--- config.mk ---
export PLATFORM = sky130hd
export DESIGN_NAME = text_console_glyph_writer
export DESIGN_NICKNAME = d
export VERILOG_FILES = /design/src/hdl/tcgw_pkg.sv /design/src/hdl/text_console_glyph_writer.sv /design/src/hdl/tcgw_front.sv /design/src/hdl/tcgw_fifo.sv /design/src/hdl/tcgw_back.sv
export SDC_FILE = /design/constraint.sdc
export NUM_CORES = 1
export LEC_CHECK = 0
export BUFFER_PORTS_ARGS = -buffer_cell sky130_fd_sc_hd__buf_2
export CAP_MARGIN = 20
export CORE_MARGIN = 2
export CORE_UTILIZATION = 50
export DETAILED_ROUTE_END_ITERATION = 10
export GPL_TIMING_DRIVEN = 1
export PLACE_DENSITY = 0.75
export SYNTH_ARGS = -nofsm -noshare
export SYNTH_HDL_FRONTEND = slang
export SYNTH_HIERARCHICAL = 1
export SYNTH_SLANG_ARGS = --single-unit
--- constraint.sdc ---
create_clock -name aclk -period 9.9 [get_ports aclk]
set_clock_uncertainty 0.05 [all_clocks]
set_input_delay 1.98 -clock aclk [delete_from_list [all_inputs] [get_ports aclk]]
set_output_delay 1.98 -clock aclk [all_outputs]
set_load 0.02 [all_outputs]
--- src/hdl/tcgw_pkg.sv ---
// ----------------------------------------------------------------------------
// tcgw_pkg
// shared types and constants for the text console glyph writer
// ----------------------------------------------------------------------------
package tcgw_pkg;

    localparam int GLYPH_SIZE = 8;
    localparam int GLYPH_BITS = $clog2(GLYPH_SIZE);
    localparam int CELL_BITS  = 2 * GLYPH_BITS;

    localparam int COORD_W  = 13;
    localparam int OFFSET_W = 24;
    localparam int COLOR_W  = 32;
    localparam int CODE_W   = 8;
    localparam int CFG_W    = 32;
    localparam int CFG_AW   = 3;

    localparam int FIFO_DEPTH = 4;
    localparam int FIFO_AW    = $clog2(FIFO_DEPTH);

    localparam logic [CODE_W-1:0] CODE_LF = 8'd10;
    localparam logic [CODE_W-1:0] CODE_CR = 8'd13;

    localparam logic [COORD_W-1:0] WIDTH_RST  = 13'd640;
    localparam logic [COORD_W-1:0] HEIGHT_RST = 13'd480;
    localparam logic [COORD_W-1:0] PITCH_RST  = 13'd640;
    localparam logic [COLOR_W-1:0] FG_RST     = 32'hFFFF_FFFF;
    localparam logic [COLOR_W-1:0] BG_RST     = 32'h0000_0000;

    typedef enum logic [CFG_AW-1:0] {
        CFG_ENABLE = 3'd0,
        CFG_WIDTH  = 3'd1,
        CFG_HEIGHT = 3'd2,
        CFG_PITCH  = 3'd3,
        CFG_FG     = 3'd4,
        CFG_BG     = 3'd5
    } cfg_index_t;

    // one glyph cell waiting to be drawn
    typedef struct packed {
        logic [COORD_W-1:0] x;
        logic [COORD_W-1:0] y;
        logic [CODE_W-1:0]  code;
    } cell_cmd_t;

endpackage

--- src/hdl/text_console_glyph_writer.sv ---
// ----------------------------------------------------------------------------
// text_console_glyph_writer
// character stream to framebuffer pixel writes for an 8x8 text console
// ----------------------------------------------------------------------------
// While the console is enabled, each character transfer on the s_ side moves
// the cursor, and one other than line feed or carriage return also draws an
// 8x8 cell if it lies wholly on screen, which leaves the m_ side as 64 pixel
// writes in row-major order, one per cycle while m_tready does not stall, the
// 64th marked with m_tlast. Characters are taken one per cycle while the
// four-entry cell queue has room; control codes and cells that do not fit never
// enter it. A drawn cell holds the pixel generator for its 64 writes, which sets
// the sustained rate. Registers are written through cfg_we / cfg_addr /
// cfg_wdata and must only change while the block is idle.
// ----------------------------------------------------------------------------
module text_console_glyph_writer
    import tcgw_pkg::*;
(
    input  logic                         aclk,
    input  logic                         aresetn,
    // configuration write port
    input  logic                         cfg_we,
    input  logic [CFG_AW-1:0]            cfg_addr,
    input  logic [CFG_W-1:0]             cfg_wdata,
    // character input
    input  logic                         s_tvalid,
    output logic                         s_tready,
    input  logic [CODE_W-1:0]            s_tdata,   // [7:0] char_code
    // pixel write output
    output logic                         m_tvalid,
    input  logic                         m_tready,
    output logic [OFFSET_W+COLOR_W-1:0]  m_tdata,   // [23:0] pixel_offset, [55:24] pixel_color
    output logic                         m_tlast    // last_pixel
);

    logic                console_enable_reg;
    logic [COORD_W-1:0]  screen_width_reg;
    logic [COORD_W-1:0]  screen_height_reg;
    logic [COORD_W-1:0]  pitch_words_reg;
    logic [COLOR_W-1:0]  ink_colour_reg;
    logic [COLOR_W-1:0]  paper_colour_reg;

    logic       q_push;
    cell_cmd_t  q_cmd;
    logic       q_full;
    logic       q_pop;
    logic       head_valid;
    cell_cmd_t  head_cmd;

    // register file, writes beyond the last index are dropped
    always_ff @(posedge aclk) begin
        if (!aresetn) begin
            console_enable_reg <= 1'b0;
            screen_width_reg   <= WIDTH_RST;
            screen_height_reg  <= HEIGHT_RST;
            pitch_words_reg    <= PITCH_RST;
            ink_colour_reg     <= FG_RST;
            paper_colour_reg   <= BG_RST;
        end else if (cfg_we) begin
            unique case (cfg_addr)
                CFG_ENABLE: console_enable_reg <= cfg_wdata[0];
                CFG_WIDTH:  screen_width_reg   <= cfg_wdata[COORD_W-1:0];
                CFG_HEIGHT: screen_height_reg  <= cfg_wdata[COORD_W-1:0];
                CFG_PITCH:  pitch_words_reg    <= cfg_wdata[COORD_W-1:0];
                CFG_FG:     ink_colour_reg     <= cfg_wdata;
                CFG_BG:     paper_colour_reg   <= cfg_wdata;
                default:    ;
            endcase
        end
    end

    // front: decode and cursor
    tcgw_front u_front (
        .aclk           (aclk),
        .aresetn        (aresetn),
        .console_enable (console_enable_reg),
        .screen_width   (screen_width_reg),
        .screen_height  (screen_height_reg),
        .s_tvalid       (s_tvalid),
        .s_tready       (s_tready),
        .s_tdata        (s_tdata),
        .q_full         (q_full),
        .q_push         (q_push),
        .q_cmd          (q_cmd)
    );

    // cell queue decouples the two halves
    tcgw_fifo u_fifo (
        .aclk       (aclk),
        .aresetn    (aresetn),
        .push       (q_push),
        .push_cmd   (q_cmd),
        .full       (q_full),
        .pop        (q_pop),
        .head_valid (head_valid),
        .head_cmd   (head_cmd)
    );

    // back: pixel generation with registered output
    tcgw_back u_back (
        .aclk         (aclk),
        .aresetn      (aresetn),
        .pitch_words  (pitch_words_reg),
        .ink_colour   (ink_colour_reg),
        .paper_colour (paper_colour_reg),
        .head_valid   (head_valid),
        .head_cmd     (head_cmd),
        .pop          (q_pop),
        .m_tvalid     (m_tvalid),
        .m_tready     (m_tready),
        .m_tdata      (m_tdata),
        .m_tlast      (m_tlast)
    );

endmodule

--- src/hdl/tcgw_front.sv ---
// ----------------------------------------------------------------------------
// tcgw_front
// character decode and cursor tracking, queues cells that fit on screen
// ----------------------------------------------------------------------------
module tcgw_front
    import tcgw_pkg::*;
(
    input  logic                aclk,
    input  logic                aresetn,
    input  logic                console_enable,
    input  logic [COORD_W-1:0]  screen_width,
    input  logic [COORD_W-1:0]  screen_height,
    input  logic                s_tvalid,
    output logic                s_tready,
    input  logic [CODE_W-1:0]   s_tdata,
    input  logic                q_full,
    output logic                q_push,
    output cell_cmd_t           q_cmd
);

    logic [COORD_W-1:0] cursor_x_reg, cursor_x_next;
    logic [COORD_W-1:0] cursor_y_reg, cursor_y_next;
    logic [COORD_W:0]   x_adv;
    logic [COORD_W:0]   y_adv;
    logic [COORD_W-1:0] y_wrapped;
    logic               accept;
    logic               fits;
    logic               is_glyph;

    assign s_tready = !q_full;
    assign accept   = s_tvalid && s_tready;

    assign x_adv     = {1'b0, cursor_x_reg} + (COORD_W+1)'(GLYPH_SIZE);
    assign y_adv     = {1'b0, cursor_y_reg} + (COORD_W+1)'(GLYPH_SIZE);
    assign y_wrapped = (y_adv >= {1'b0, screen_height}) ? '0 : y_adv[COORD_W-1:0];
    assign fits      = (x_adv <= {1'b0, screen_width}) && (y_adv <= {1'b0, screen_height});
    assign is_glyph  = (s_tdata != CODE_LF) && (s_tdata != CODE_CR);

    assign q_push     = accept && console_enable && is_glyph && fits;
    assign q_cmd.x    = cursor_x_reg;
    assign q_cmd.y    = cursor_y_reg;
    assign q_cmd.code = s_tdata;

    always_comb begin
        cursor_x_next = cursor_x_reg;
        cursor_y_next = cursor_y_reg;
        if (accept && console_enable) begin
            if (s_tdata == CODE_LF) begin
                cursor_x_next = '0;
                cursor_y_next = y_wrapped;
            end else if (s_tdata == CODE_CR) begin
                cursor_x_next = '0;
            end else if (x_adv >= {1'b0, screen_width}) begin
                cursor_x_next = '0;
                cursor_y_next = y_wrapped;
            end else begin
                cursor_x_next = x_adv[COORD_W-1:0];
            end
        end
    end

    always_ff @(posedge aclk) begin
        if (!aresetn) begin
            cursor_x_reg <= '0;
            cursor_y_reg <= '0;
        end else begin
            cursor_x_reg <= cursor_x_next;
            cursor_y_reg <= cursor_y_next;
        end
    end

endmodule

--- src/hdl/tcgw_fifo.sv ---
// ----------------------------------------------------------------------------
// tcgw_fifo
// short queue of cell commands between front and back
// ----------------------------------------------------------------------------
module tcgw_fifo
    import tcgw_pkg::*;
(
    input  logic       aclk,
    input  logic       aresetn,
    input  logic       push,
    input  cell_cmd_t  push_cmd,
    output logic       full,
    input  logic       pop,
    output logic       head_valid,
    output cell_cmd_t  head_cmd
);

    cell_cmd_t          entry_reg [FIFO_DEPTH];
    logic [FIFO_AW-1:0] wr_ptr_reg;
    logic [FIFO_AW-1:0] rd_ptr_reg;
    logic [FIFO_AW:0]   count_reg;

    assign full       = (count_reg == (FIFO_AW+1)'(FIFO_DEPTH));
    assign head_valid = (count_reg != '0);
    assign head_cmd   = entry_reg[rd_ptr_reg];

    always_ff @(posedge aclk) begin
        if (push) begin
            entry_reg[wr_ptr_reg] <= push_cmd;
        end
    end

    always_ff @(posedge aclk) begin
        if (!aresetn) begin
            wr_ptr_reg <= '0;
            rd_ptr_reg <= '0;
            count_reg  <= '0;
        end else begin
            if (push) begin
                wr_ptr_reg <= wr_ptr_reg + 1'b1;
            end
            if (pop) begin
                rd_ptr_reg <= rd_ptr_reg + 1'b1;
            end
            if (push && !pop) begin
                count_reg <= count_reg + 1'b1;
            end else if (pop && !push) begin
                count_reg <= count_reg - 1'b1;
            end
        end
    end

endmodule

--- src/hdl/tcgw_back.sv ---
// ----------------------------------------------------------------------------
// tcgw_back
// pixel generator: walks cells by rows, one write per unstalled cycle
// ----------------------------------------------------------------------------
module tcgw_back
    import tcgw_pkg::*;
(
    input  logic                         aclk,
    input  logic                         aresetn,
    input  logic [COORD_W-1:0]           pitch_words,
    input  logic [COLOR_W-1:0]           ink_colour,
    input  logic [COLOR_W-1:0]           paper_colour,
    input  logic                         head_valid,
    input  cell_cmd_t                    head_cmd,
    output logic                         pop,
    output logic                         m_tvalid,
    input  logic                         m_tready,
    output logic [OFFSET_W+COLOR_W-1:0]  m_tdata,
    output logic                         m_tlast
);

    logic [CELL_BITS-1:0]  cnt_reg;
    logic [GLYPH_BITS-1:0] row;
    logic [GLYPH_BITS-1:0] col;
    logic [COORD_W:0]      y_row;
    logic [COORD_W:0]      x_col;
    logic [2*COORD_W:0]    product;
    logic [CODE_W-1:0]     pattern;
    logic                  cell_end;
    logic                  adv;

    // stage one: row base product and glyph bit
    logic                  p1_valid_reg;
    logic [OFFSET_W-1:0]   p1_base_reg;
    logic [COORD_W:0]      p1_xcol_reg;
    logic                  p1_set_reg;
    logic                  p1_last_reg;

    // output register
    logic                  m_valid_reg;
    logic [OFFSET_W-1:0]   m_offset_reg;
    logic [COLOR_W-1:0]    m_color_reg;
    logic                  m_last_reg;

    assign adv      = !m_valid_reg || m_tready;
    assign row      = cnt_reg[CELL_BITS-1:GLYPH_BITS];
    assign col      = cnt_reg[GLYPH_BITS-1:0];
    assign cell_end = (cnt_reg == '1);
    assign pop      = adv && head_valid && cell_end;

    assign y_row   = {1'b0, head_cmd.y} + (COORD_W+1)'(row);
    assign x_col   = {1'b0, head_cmd.x} + (COORD_W+1)'(col);
    assign product = y_row * pitch_words;
    assign pattern = head_cmd.code + CODE_W'(row);

    always_ff @(posedge aclk) begin
        if (!aresetn) begin
            cnt_reg      <= '0;
            p1_valid_reg <= 1'b0;
            m_valid_reg  <= 1'b0;
        end else if (adv) begin
            p1_valid_reg <= head_valid;
            m_valid_reg  <= p1_valid_reg;
            if (head_valid) begin
                cnt_reg <= cnt_reg + 1'b1;
            end
        end
    end

    always_ff @(posedge aclk) begin
        if (adv) begin
            p1_base_reg  <= product[OFFSET_W-1:0];
            p1_xcol_reg  <= x_col;
            p1_set_reg   <= pattern[col];
            p1_last_reg  <= cell_end;
            m_offset_reg <= p1_base_reg + OFFSET_W'(p1_xcol_reg);
            m_color_reg  <= p1_set_reg ? ink_colour : paper_colour;
            m_last_reg   <= p1_last_reg;
        end
    end

    assign m_tvalid = m_valid_reg;
    assign m_tdata  = {m_color_reg, m_offset_reg};
    assign m_tlast  = m_last_reg;

endmodule

======== Word level (Yosys, flattened, before mapping) ========
Memory sizes are Yosys's and may differ from the RTL's. A register that Yosys moved wholly into a read port is not among the register bits.
Cells that the tools add are included.
operators by class
  magnitude comparators ................... 5
  reduce and logical (&&, ||, !) cells .... 27
  eq/ne operators ......................... 12
  multiplexer cells ....................... 16
  $mul .................................... 1
  $add $sub $neg .......................... 11
operators with widths
  operator                 count
  $mux W13                 7
  $mux W32                 1
  $add A13 B3 Y14          2
  $add A13 B4 Y14 const B  2
  $ge A14 B13 Y1           2
  $le A14 B13 Y1           2
  $add A24 B14 Y24         1
  $mul A14 B13 Y24         1
  $eq A8 B4 Y1 const B     2
  $ne A8 B4 Y1 const B     2
  $reduce_and A2 Y1        7
  $logic_and A1 B1 Y1      10
  $eq A3 B3 Y1 const B     3
  $add A8 B3 Y8            1
  $add A6 B1 Y6 const B    1
  $eq A3 B2 Y1 const B     2
  $eq A6 B6 Y1 const B     1
  $mux W3                  2
  $add A2 B1 Y2 const B    2
  $logic_not A1 Y1         4
  $lt A3 B4 Y1 const B     1
  $mux W2                  2
  $reduce_bool A2 Y1       2
  $add A3 B1 Y3 const B    1
  9 further kinds          11
storage, ports and cells
  memory bits (writable) .................. 136
  word-level logic and storage cells ...... 94
  bits of input ports ..................... 48
  output and inout bits ................... 59
  memories ................................ 1
  register bits after elaboration ......... 242
memory list
  name              depth  width  rd ports  clocked after memory_dff  write ports  RTL line         text
  u_fifo.entry_reg  4      34     1         1                         1            tcgw_fifo.sv:18  cell_cmd_t entry_reg [FIFO_DEPTH];

======== Depth between registers and ports, before layout ========
Gate-level depths: netlist of run 1.
  depth in word-level cells ............... 10
  gate-level depth with buffers ........... 29

======== Modules after synthesis ========
The synthesis of run 1 kept the hierarchy.
by module, submodules not included
  module                     cells an instance  area each (µm²)  times used
  tcgw_back                  1120               11355.9          1
  tcgw_fifo                  221                5401.4           1
  text_console_glyph_writer  417                4240.3           1
  tcgw_front                 242                1871.8           1

======== Worst setup path after synthesis of run 1 ========
OpenSTA, ideal clock, no wires.
  path kind ............................... reg-to-reg
  start ................................... register (tool-made name)
  end ..................................... register u_back.p1_base_reg[23], data pin
  setup time .............................. 0.262 ns
  clock period less this slack ............ 7.031 ns
  arrival time ............................ 6.719 ns
  path buffers ............................ 3
  required time ........................... 9.588 ns
  cell stages (with the launch flop) ...... 26
  slack ................................... 2.869 ns
  cell sequence ........................... dfxtp_1 buf_6 buf_12 mux4_2 ha_1 a211o_1 o211ai_1 nor2_1 xor2_1 clkbuf_1 nand2_1 fa_1 inv_1 fa_1 fa_1 fa_1 inv_1 fa_1 inv_1 ha_1 a21o_1 a31o_2 or3_1 nor3_1 o31ai_1 xnor2_1
RTL lines
  what                  RTL line         text
  to (signal assigned)  tcgw_back.sv:72  p1_base_reg <= product[OFFSET_W-1:0];
  to (decl)             tcgw_back.sv:34  logic [OFFSET_W-1:0] p1_base_reg;

==> results.md, run 1 <==
* End-of-flow core utilization at 0.555
* Number of placement rows at 78
* # DRC at 0
* Flip-flop count of the largest register after layout at 136
* GRT Overall Usage at 0.203
* Element type at the critical path start: flop
* Worst-case hold path end point: u_back/m_tlast
* Count of final setup violators at 0
* Number of storage elements in the synthesis netlist at 374
* Class of the worst hold path: flop to flop
* Worst Hold Launch: u_back/p1_last_reg
* Library cell used as clock root buffer: sky130_fd_sc_hd__clkbuf_16
* Final Net Count at 2,363
* Final critical path time including I/O delays and setup at 7.56 ns
* CP Data Required Time at 10.16 ns
* Post-synthesis cell area at 0.0229 mm2
* Number of buffer and inverter stages on the critical path at 3
* Total instance count after detailed placement at 2,628
* Fmax at 0.132 GHz
* Critical R2R Capture: u_back/p1_base_reg[23]
* Unrepaired setup endpoints after global routing: false
* First-pass GRT wire length at 77.1 mm
* Cell family contributing the most delay on the critical path: adder cells
* Width of the chip at 218 um
* Pin count of the biggest net entering global routing at 72
* Synth top area share at 0.306
* Number of global-route vias before repair at 15,100
* Dominant cell type by area after synthesis: sky130_fd_sc_hd__edfxtp_1
* Layout Area Growth over Synthesis at 9.94%
* Level count of the clock H-tree at 2
* Maximum root-to-sink buffer count at 3
* Levels on crit path at 21
* Yosys cell types at 82
* Via count at 14,600
* R2R cell count at 21
* First-pass iteration count of the detailed router at 8
* WL per Instance at 17.5 um
* CORE AREA at 0.0453 mm2
* Static Leak at 10.7 nW
* Clk pin slew, worst setup/hold paths at 0.06 ns
* Detailed placement HPWL at 33.6 mm
* Cell types occupying the most area after synthesis: sky130_fd_sc_hd__edfxtp_1 (31%), sky130_fd_sc_hd__dfxtp_1 (12%), sky130_fd_sc_hd__fa_1 (12%)
* Top-level I/O count at 107
* Portion of the post-synthesis area used by sequential elements at 0.429
* Final cycle utilization of the critical path at 0.764
* Run status: finished clean
* Power per standard cell area at 142 mW/mm2
* Critical path peak fanout at 31
* WHS Path Cells at 0
* Proportion of synthesized flip-flops having asynchronous set or reset at 0
* Kind of critical path: flop to flop
* Ys flop type: sky130_fd_sc_hd__edfxtp_1
* Slew @ Worst Pin at 1.05 ns
* Max-slew violation total from the final report at 0
* CP max-delay cell: sky130_fd_sc_hd__xor2_1
* Nature of the critical path endpoint: flop
* Post-CTS setup repair buffer count at 0
* Internal reg-to-reg setup slack at 2.34 ns
* TritonCTS clock tree: built
* Aggregate routed wire length at 47.3 mm
* Aggregate negative setup slack at 0 ns
* Number of buffers added on ports at 106
* Maximum VDD drop at 0.000149 V
* Sequence of cells on the critical path: buf_4 > mux4_2 > and4_1 > nand2_1 > nor2_1 > xor2_1 > and2_1 > fa_1 > fa_1 > fa_1 > fa_1 > inv_1 > fa_1 > inv_1 > ha_1 > a21o_1 > a31o_2 > or3_1 > nor3_1 > o31ai_1 > xnor2_1
* Overflow left after global routing at 0
* Drt initial violations at 947
* Starting density of the core at 0.505
* Non-filler instance count after layout at 2,703
* DR vias/cell at 5.40
* Die height at 218 um
* Number of warnings printed during yosys synthesis at 6
* Fraction of layout cells with a size suffix above 1 at 0.136
* Hold WS at 0.388 ns
* Arrival time of data at the critical path endpoint at 7.82 ns
* Number of buffers added by the clock tree synthesis step at 39
* Slew headroom at 0.298
* Number of gates resized after cts at 0
* Number of hold-slack violations in the final timing report at 0
* Initial antenna violation count at 2
* Highest cell delay on the worst timing path at 0.79 ns
* Average size of a mapped cell at 11.4 um2
* Final RePlAce weighted congestion at 0.847
* Most frequent CP cell: sky130_fd_sc_hd__fa_1
* Sink Count at 374
* Clock latency on the worst-skew pair at 0.58 ns
* Hold Buf Count CTS at 0
* Design Power at 0.00357 W
* # Max-Cap Violations at 0
* Total die area at 0.0475 mm2
* Number of flops mapped to enable cells by yosys at 233
* Cells after synthesis at 2,000
* Antenna-violating nets left at 0
[routing by layer]
metal  vias to the layer above  share of wire  track usage
met5                         -              0            0
met4                         0          0.024       0.0649
met3                        77          0.047       0.0290
met2                       360           0.50        0.358
met1                      7240           0.43        0.257
li1                       6926              -            -
[synth_stat cells (12+ instances only)]
cell type	count
sky130_fd_sc_hd__a21o_1	20
sky130_fd_sc_hd__a21oi_1	35
sky130_fd_sc_hd__and2_1	109
sky130_fd_sc_hd__and3_1	13
sky130_fd_sc_hd__buf_2	20
sky130_fd_sc_hd__buf_4	16
sky130_fd_sc_hd__clkbuf_1	46
sky130_fd_sc_hd__dfxtp_1	141
sky130_fd_sc_hd__edfxtp_1	233
sky130_fd_sc_hd__fa_1	135
sky130_fd_sc_hd__ha_1	109
sky130_fd_sc_hd__inv_1	227
sky130_fd_sc_hd__mux2_2	33
sky130_fd_sc_hd__mux2i_1	109
sky130_fd_sc_hd__mux4_2	30
sky130_fd_sc_hd__nand2_1	218
sky130_fd_sc_hd__nand2b_1	19
sky130_fd_sc_hd__nand3_1	36
sky130_fd_sc_hd__nand4_1	15
sky130_fd_sc_hd__nor2_1	34
sky130_fd_sc_hd__nor2b_1	100
sky130_fd_sc_hd__o211ai_1	12
sky130_fd_sc_hd__o21ai_0	23
sky130_fd_sc_hd__xnor2_1	61
sky130_fd_sc_hd__xor2_1	16
[cell type report]
class,count,area [um2]
Tap cell,600,751
Antenna cell,2,5.00
Fill cell,3824,20100
Clock buffer,52,1110
Timing Repair Buffer,126,683
Multi-Input combinational cell,1303,11600
Inverter,227,855
Sequential cell,374,9820
Clock inverter,19,327
[worst max-delay path by stage]
stage                              to  startpoint
6_report       u_back/p1_base_reg[23]        flop
5_1_grt        u_back/p1_base_reg[23]        flop
4_1_cts        u_back/p1_base_reg[23]        flop
3_5_place_dp   u_back/p1_base_reg[23]        flop
3_3_place_gp   u_back/p1_base_reg[23]        flop
2_1_floorplan  u_back/p1_base_reg[23]        flop
[power by group]
part           leakage, nW  switching (W)  internal (W)
logic                 6.41       0.000145     0.0000965
clock network        0.700       0.000648      0.000962
registers             3.58      0.0000217       0.00169
total                 10.7       0.000815       0.00275
[layout by cell type (no fill, tap or decap), types with 35 or more instances in the layout]
cell type / instances
sky130_fd_sc_hd__inv_1: 226
sky130_fd_sc_hd__and2_1: 109
sky130_fd_sc_hd__a21oi_1: 35
sky130_fd_sc_hd__nor2b_1: 100
sky130_fd_sc_hd__ha_1: 109
sky130_fd_sc_hd__nand2_1: 218
sky130_fd_sc_hd__buf_2: 105
sky130_fd_sc_hd__fa_1: 135
sky130_fd_sc_hd__edfxtp_1: 233
sky130_fd_sc_hd__nand3_1: 36
sky130_fd_sc_hd__clkbuf_16: 41
sky130_fd_sc_hd__xnor2_1: 61
sky130_fd_sc_hd__dfxtp_1: 140
sky130_fd_sc_hd__mux2i_1: 109
[stage by stage]
step | instance area, um2 | worst slack (ns)
after global placement | 23700 | 2.43
after floorplan | 22900 | 2.87
final | 25100 | 2.34
after detailed placement | 23700 | 2.29
after CTS | 25100 | 2.29
after global routing | 25100 | 1.89
[logic make-up after synthesis]
| kind of cell | share of synthesized area |
|---|---|
| fa+ha+maj | 0.178 |
| xor+xnor | 0.0295 |
| flops | 0.429 |
| compound gates | 0.0562 |
| simple gates | 0.144 |
| buf+inv | 0.0644 |
| mux | 0.0981 |
| other cells | 0.000164 |
Note: power is estimated with default switching activity, not from simulation.
==> run 2, diff against run 1 <==
- PLACE_DENSITY: 0.75 -> 0.78
- clock period: 9.9 -> 6.67 ns (I/O delays scaled with it)
==> results.md, run 2 (synthesis gave the netlist of run 1 again) <==
* Fraction of layout cells with a size suffix above 1 at 0.212 (+0.0761)
* Maximum root-to-sink buffer count at 3 (unchanged)
* Final Net Count at 2,463 (+4.2%)
* Sink Count at 374 (unchanged)
* Internal power contribution at 0.00394 W (+43%)
* Initial antenna violation count at 0 (-2)
* Via count at 15,300 (+4.4%)
* CORE AREA at 0.0453 mm2 (unchanged)
* TritonCTS clock tree: built
* Number of hold-slack violations in the final timing report at 0 (unchanged)
* Slew headroom at 0.313 (+0.0143)
* Most common library cell in the layout ignoring fill and taps: sky130_fd_sc_hd__edfxtp_1
* CP endpoint: u_back/p1_base_reg[19]
* Aggregate routed wire length at 50.6 mm (+7.1%)
* Layout Area Growth over Synthesis at 14.7%
* GRT Overall Usage at 0.213 (+0.0104)
* Element type at the critical path start: flop
* Power share of the sequential group at 0.500 (+0.019)
* Number of placement rows at 78 (unchanged)
* Die height at 218 um (unchanged)
* Maximum VDD drop at 0.000212 V (+42%)
* DR vias/cell at 5.44 (+0.78%)
* Count of final setup violators at 6 (+6)
* First-pass GRT wire length at 81.3 mm (+5.5%)
* Final cycle utilization of the critical path at 1.02 (+0.254)
* Class of the worst hold path: flop to flop
* WL per Instance at 18.1 um (+3.3%)
* Starting density of the core at 0.505 (unchanged)
* Unrepaired setup endpoints after global routing: true
* Total die area at 0.0475 mm2 (unchanged)
* Final RePlAce weighted congestion at 0.867 (+2.4%)
* Internal reg-to-reg setup slack at -0.12 ns (-2.46 ns)
* Width of the chip at 218 um (unchanged)
* Number of global-route vias before repair at 15,900 (+5.2%)
* Antenna-violating nets left at 0 (unchanged)
* Number of buffers added on ports at 106 (unchanged)
* Final critical path time including I/O delays and setup at 6.79 ns (-0.773 ns)
* Switching part of the total power at 0.225 (-0.00323)
* Top-level I/O count at 107 (unchanged)
* Clock network fraction of design power at 0.422 (-0.030)
* Slew @ Worst Pin at 1.03 ns (-0.0237 ns)
* # DRC at 0 (unchanged)
* Failing checks: negative setup slack
* Hold Buf Count CTS at 0 (unchanged)
* Drt initial violations at 1,078 (+14%)
* Detailed placement HPWL at 36.0 mm (+7.2%)
* # Max-Cap Violations at 0 (unchanged)
* Run status: finished, violations left
* End-of-flow core utilization at 0.579 (+0.0241)
* Number of buffers added by the clock tree synthesis step at 38 (-2.6%)
* Static Leak at 11.2 nW (+4.6%)
* Total instance count after detailed placement at 2,711 (+3.2%)
* Non-filler instance count after layout at 2,801 (+3.6%)
* R2R cell count at 24 (+14%)
* Critical path peak fanout at 6 (-81%)
* Library cell used as clock root buffer: sky130_fd_sc_hd__clkbuf_16
* Sw Pwr at 0.00115 W (+41%)
* First-pass iteration count of the detailed router at 5 (-3)
* Pin count of the biggest net entering global routing at 88 (+22%)
* Commonest non-fill, non-tap cells in the layout: sky130_fd_sc_hd__edfxtp_1 (233), sky130_fd_sc_hd__nand2_1 (215), sky130_fd_sc_hd__inv_1 (212)
* Flip-flop count of the largest register after layout at 136 (unchanged)
* Clock latency on the worst-skew pair at 0.54 ns (-0.04 ns)
* Level count of the clock H-tree at 2 (unchanged)
* Arrival time of data at the critical path endpoint at 7.01 ns (-0.81 ns)
* Final critical-path setup slack at -0.119 ns (-2.46 ns)
* Clk pin slew, worst setup/hold paths at 0.06 ns (about the same)
* Power per standard cell area at 194 mW/mm2 (+37%)
* Max-slew violation total from the final report at 0 (unchanged)
* Combinational share of power at 0.078 (+0.010)
* Nature of the critical path endpoint: flop
* CP Data Required Time at 6.89 ns (-3.27 ns)
* Fmax at 0.147 GHz (+11%)
* Overflow left after global routing at 0 (unchanged)
* Ant. Diodes at 0 (-2)
* Kind of critical path: flop to flop
* Critical R2R Capture: u_back/p1_base_reg[19]
==> run 2: cell count changes in the layout (fill, tap and decap cells not counted), moves of 7 or more <==
cell / previous run / this run
sky130_fd_sc_hd__a21oi_1: 35 / 27
sky130_fd_sc_hd__inv_1: 226 / 212
sky130_fd_sc_hd__fa_2: 0 / 10
sky130_fd_sc_hd__buf_4: 21 / 115
sky130_fd_sc_hd__a21oi_2: 2 / 9
sky130_fd_sc_hd__fa_1: 135 / 125
sky130_fd_sc_hd__and2_4: 0 / 8
sky130_fd_sc_hd__and2_1: 109 / 101
sky130_fd_sc_hd__ha_1: 109 / 95
sky130_fd_sc_hd__inv_2: 0 / 14
sky130_fd_sc_hd__ha_4: 0 / 12
==> run 2: how the worst min path moves through the flow <==
stage	from	to	slack (ns)	depth (start not counted)
after global routing	u_back/p1_last_reg	u_back/m_tlast	0.42	0
after detailed placement	u_back/p1_last_reg	u_back/m_tlast	0.37	0
after floorplan	u_back/p1_last_reg	u_back/m_tlast	0.35	0
final	u_back/p1_last_reg	u_back/m_tlast	0.39	0
after global placement	u_back/p1_last_reg	u_back/m_tlast	0.37	0
after CTS	u_back/p1_last_reg	u_back/m_tlast	0.39	0
==> run 2: what timing repair did <==
item                       4_1_cts  5_1_grt
gates resized for setup         46       40
cloned                           0        0
setup buffers                   15        8
setup endpoints to repair       12       13
pin swaps                       53       42
==> run 2: layout make-up <==
class | count | area [um2]
Fill cell | 3536 | 19100
Multi-Input combinational cell | 1303 | 12100
Sequential cell | 374 | 9820
Timing Repair Buffer | 227 | 1490
Clock buffer | 52 | 1040
Inverter | 227 | 855
Tap cell | 600 | 751
Clock inverter | 18 | 211
==> run 2: worst max-delay path, cell delays in order, from the launching register on <==
cell	delay, ns
sky130_fd_sc_hd__dfxtp_4	0.39
sky130_fd_sc_hd__mux4_2	0.56
sky130_fd_sc_hd__ha_4	0.27
sky130_fd_sc_hd__a211o_1	0.28
sky130_fd_sc_hd__o211ai_1	0.16
sky130_fd_sc_hd__buf_4	0.21
sky130_fd_sc_hd__nor2_2	0.04
sky130_fd_sc_hd__xor2_1	0.13
sky130_fd_sc_hd__buf_4	0.16
sky130_fd_sc_hd__buf_6	0.12
sky130_fd_sc_hd__and2_4	0.15
sky130_fd_sc_hd__fa_1	0.47
sky130_fd_sc_hd__fa_1	0.59
sky130_fd_sc_hd__fa_1	0.44
sky130_fd_sc_hd__fa_1	0.49
sky130_fd_sc_hd__inv_1	0.05
sky130_fd_sc_hd__fa_1	0.51
sky130_fd_sc_hd__inv_2	0.05
sky130_fd_sc_hd__ha_4	0.21
sky130_fd_sc_hd__a21o_1	0.19
sky130_fd_sc_hd__a31o_2	0.25
sky130_fd_sc_hd__or3_4	0.34
sky130_fd_sc_hd__nor3_4	0.19
sky130_fd_sc_hd__nor2_1	0.07
sky130_fd_sc_hd__xor2_1	0.15
==> run 2: power by group through the flow <==
stage | combinational, W | sequential (W) | clock (W)
3_3_place_gp | 0.000367 | 0.00259 | 0
4_1_cts | 0.000388 | 0.00254 | 0.00218
5_1_grt | 0.000435 | 0.00255 | 0.00228
6_report | 0.000398 | 0.00254 | 0.00215
2_1_floorplan | 0.000233 | 0.00263 | 0
3_5_place_dp | 0.000377 | 0.00259 | 0
==> run 2: layer usage <==
metal | share of wire | routed length (um) | vias up | global-route usage
met3 | 0.050 | 2550 | 73 | 0.0293
met1 | 0.43 | 21600 | 7607 | 0.278
met2 | 0.50 | 25500 | 424 | 0.376
met4 | 0.019 | 941 | 0 | 0.0515
li1 | - | - | 7147 | -
met5 | 0 | 0 | - | 0
==> run 2: per-stage QoR <==
| step | hold WS, ns | area (um2) | total power, W | worst slack, ns | setup TNS, ns |
|---|---|---|---|---|---|
| 3_3_place_gp | 0.368 | 24500 | 0.00296 | -0.185 | -0.996 |
| 6_report | 0.393 | 26200 | 0.00509 | -0.119 | -0.476 |
| 2_1_floorplan | 0.350 | 23100 | 0.00286 | -0.0337 | -0.0656 |
| 5_1_grt | 0.415 | 26200 | 0.00527 | -0.316 | -2.47 |
| 3_5_place_dp | 0.370 | 24500 | 0.00297 | -0.451 | -3.78 |
| 4_1_cts | 0.387 | 26000 | 0.00511 | -0.0822 | -0.290 |
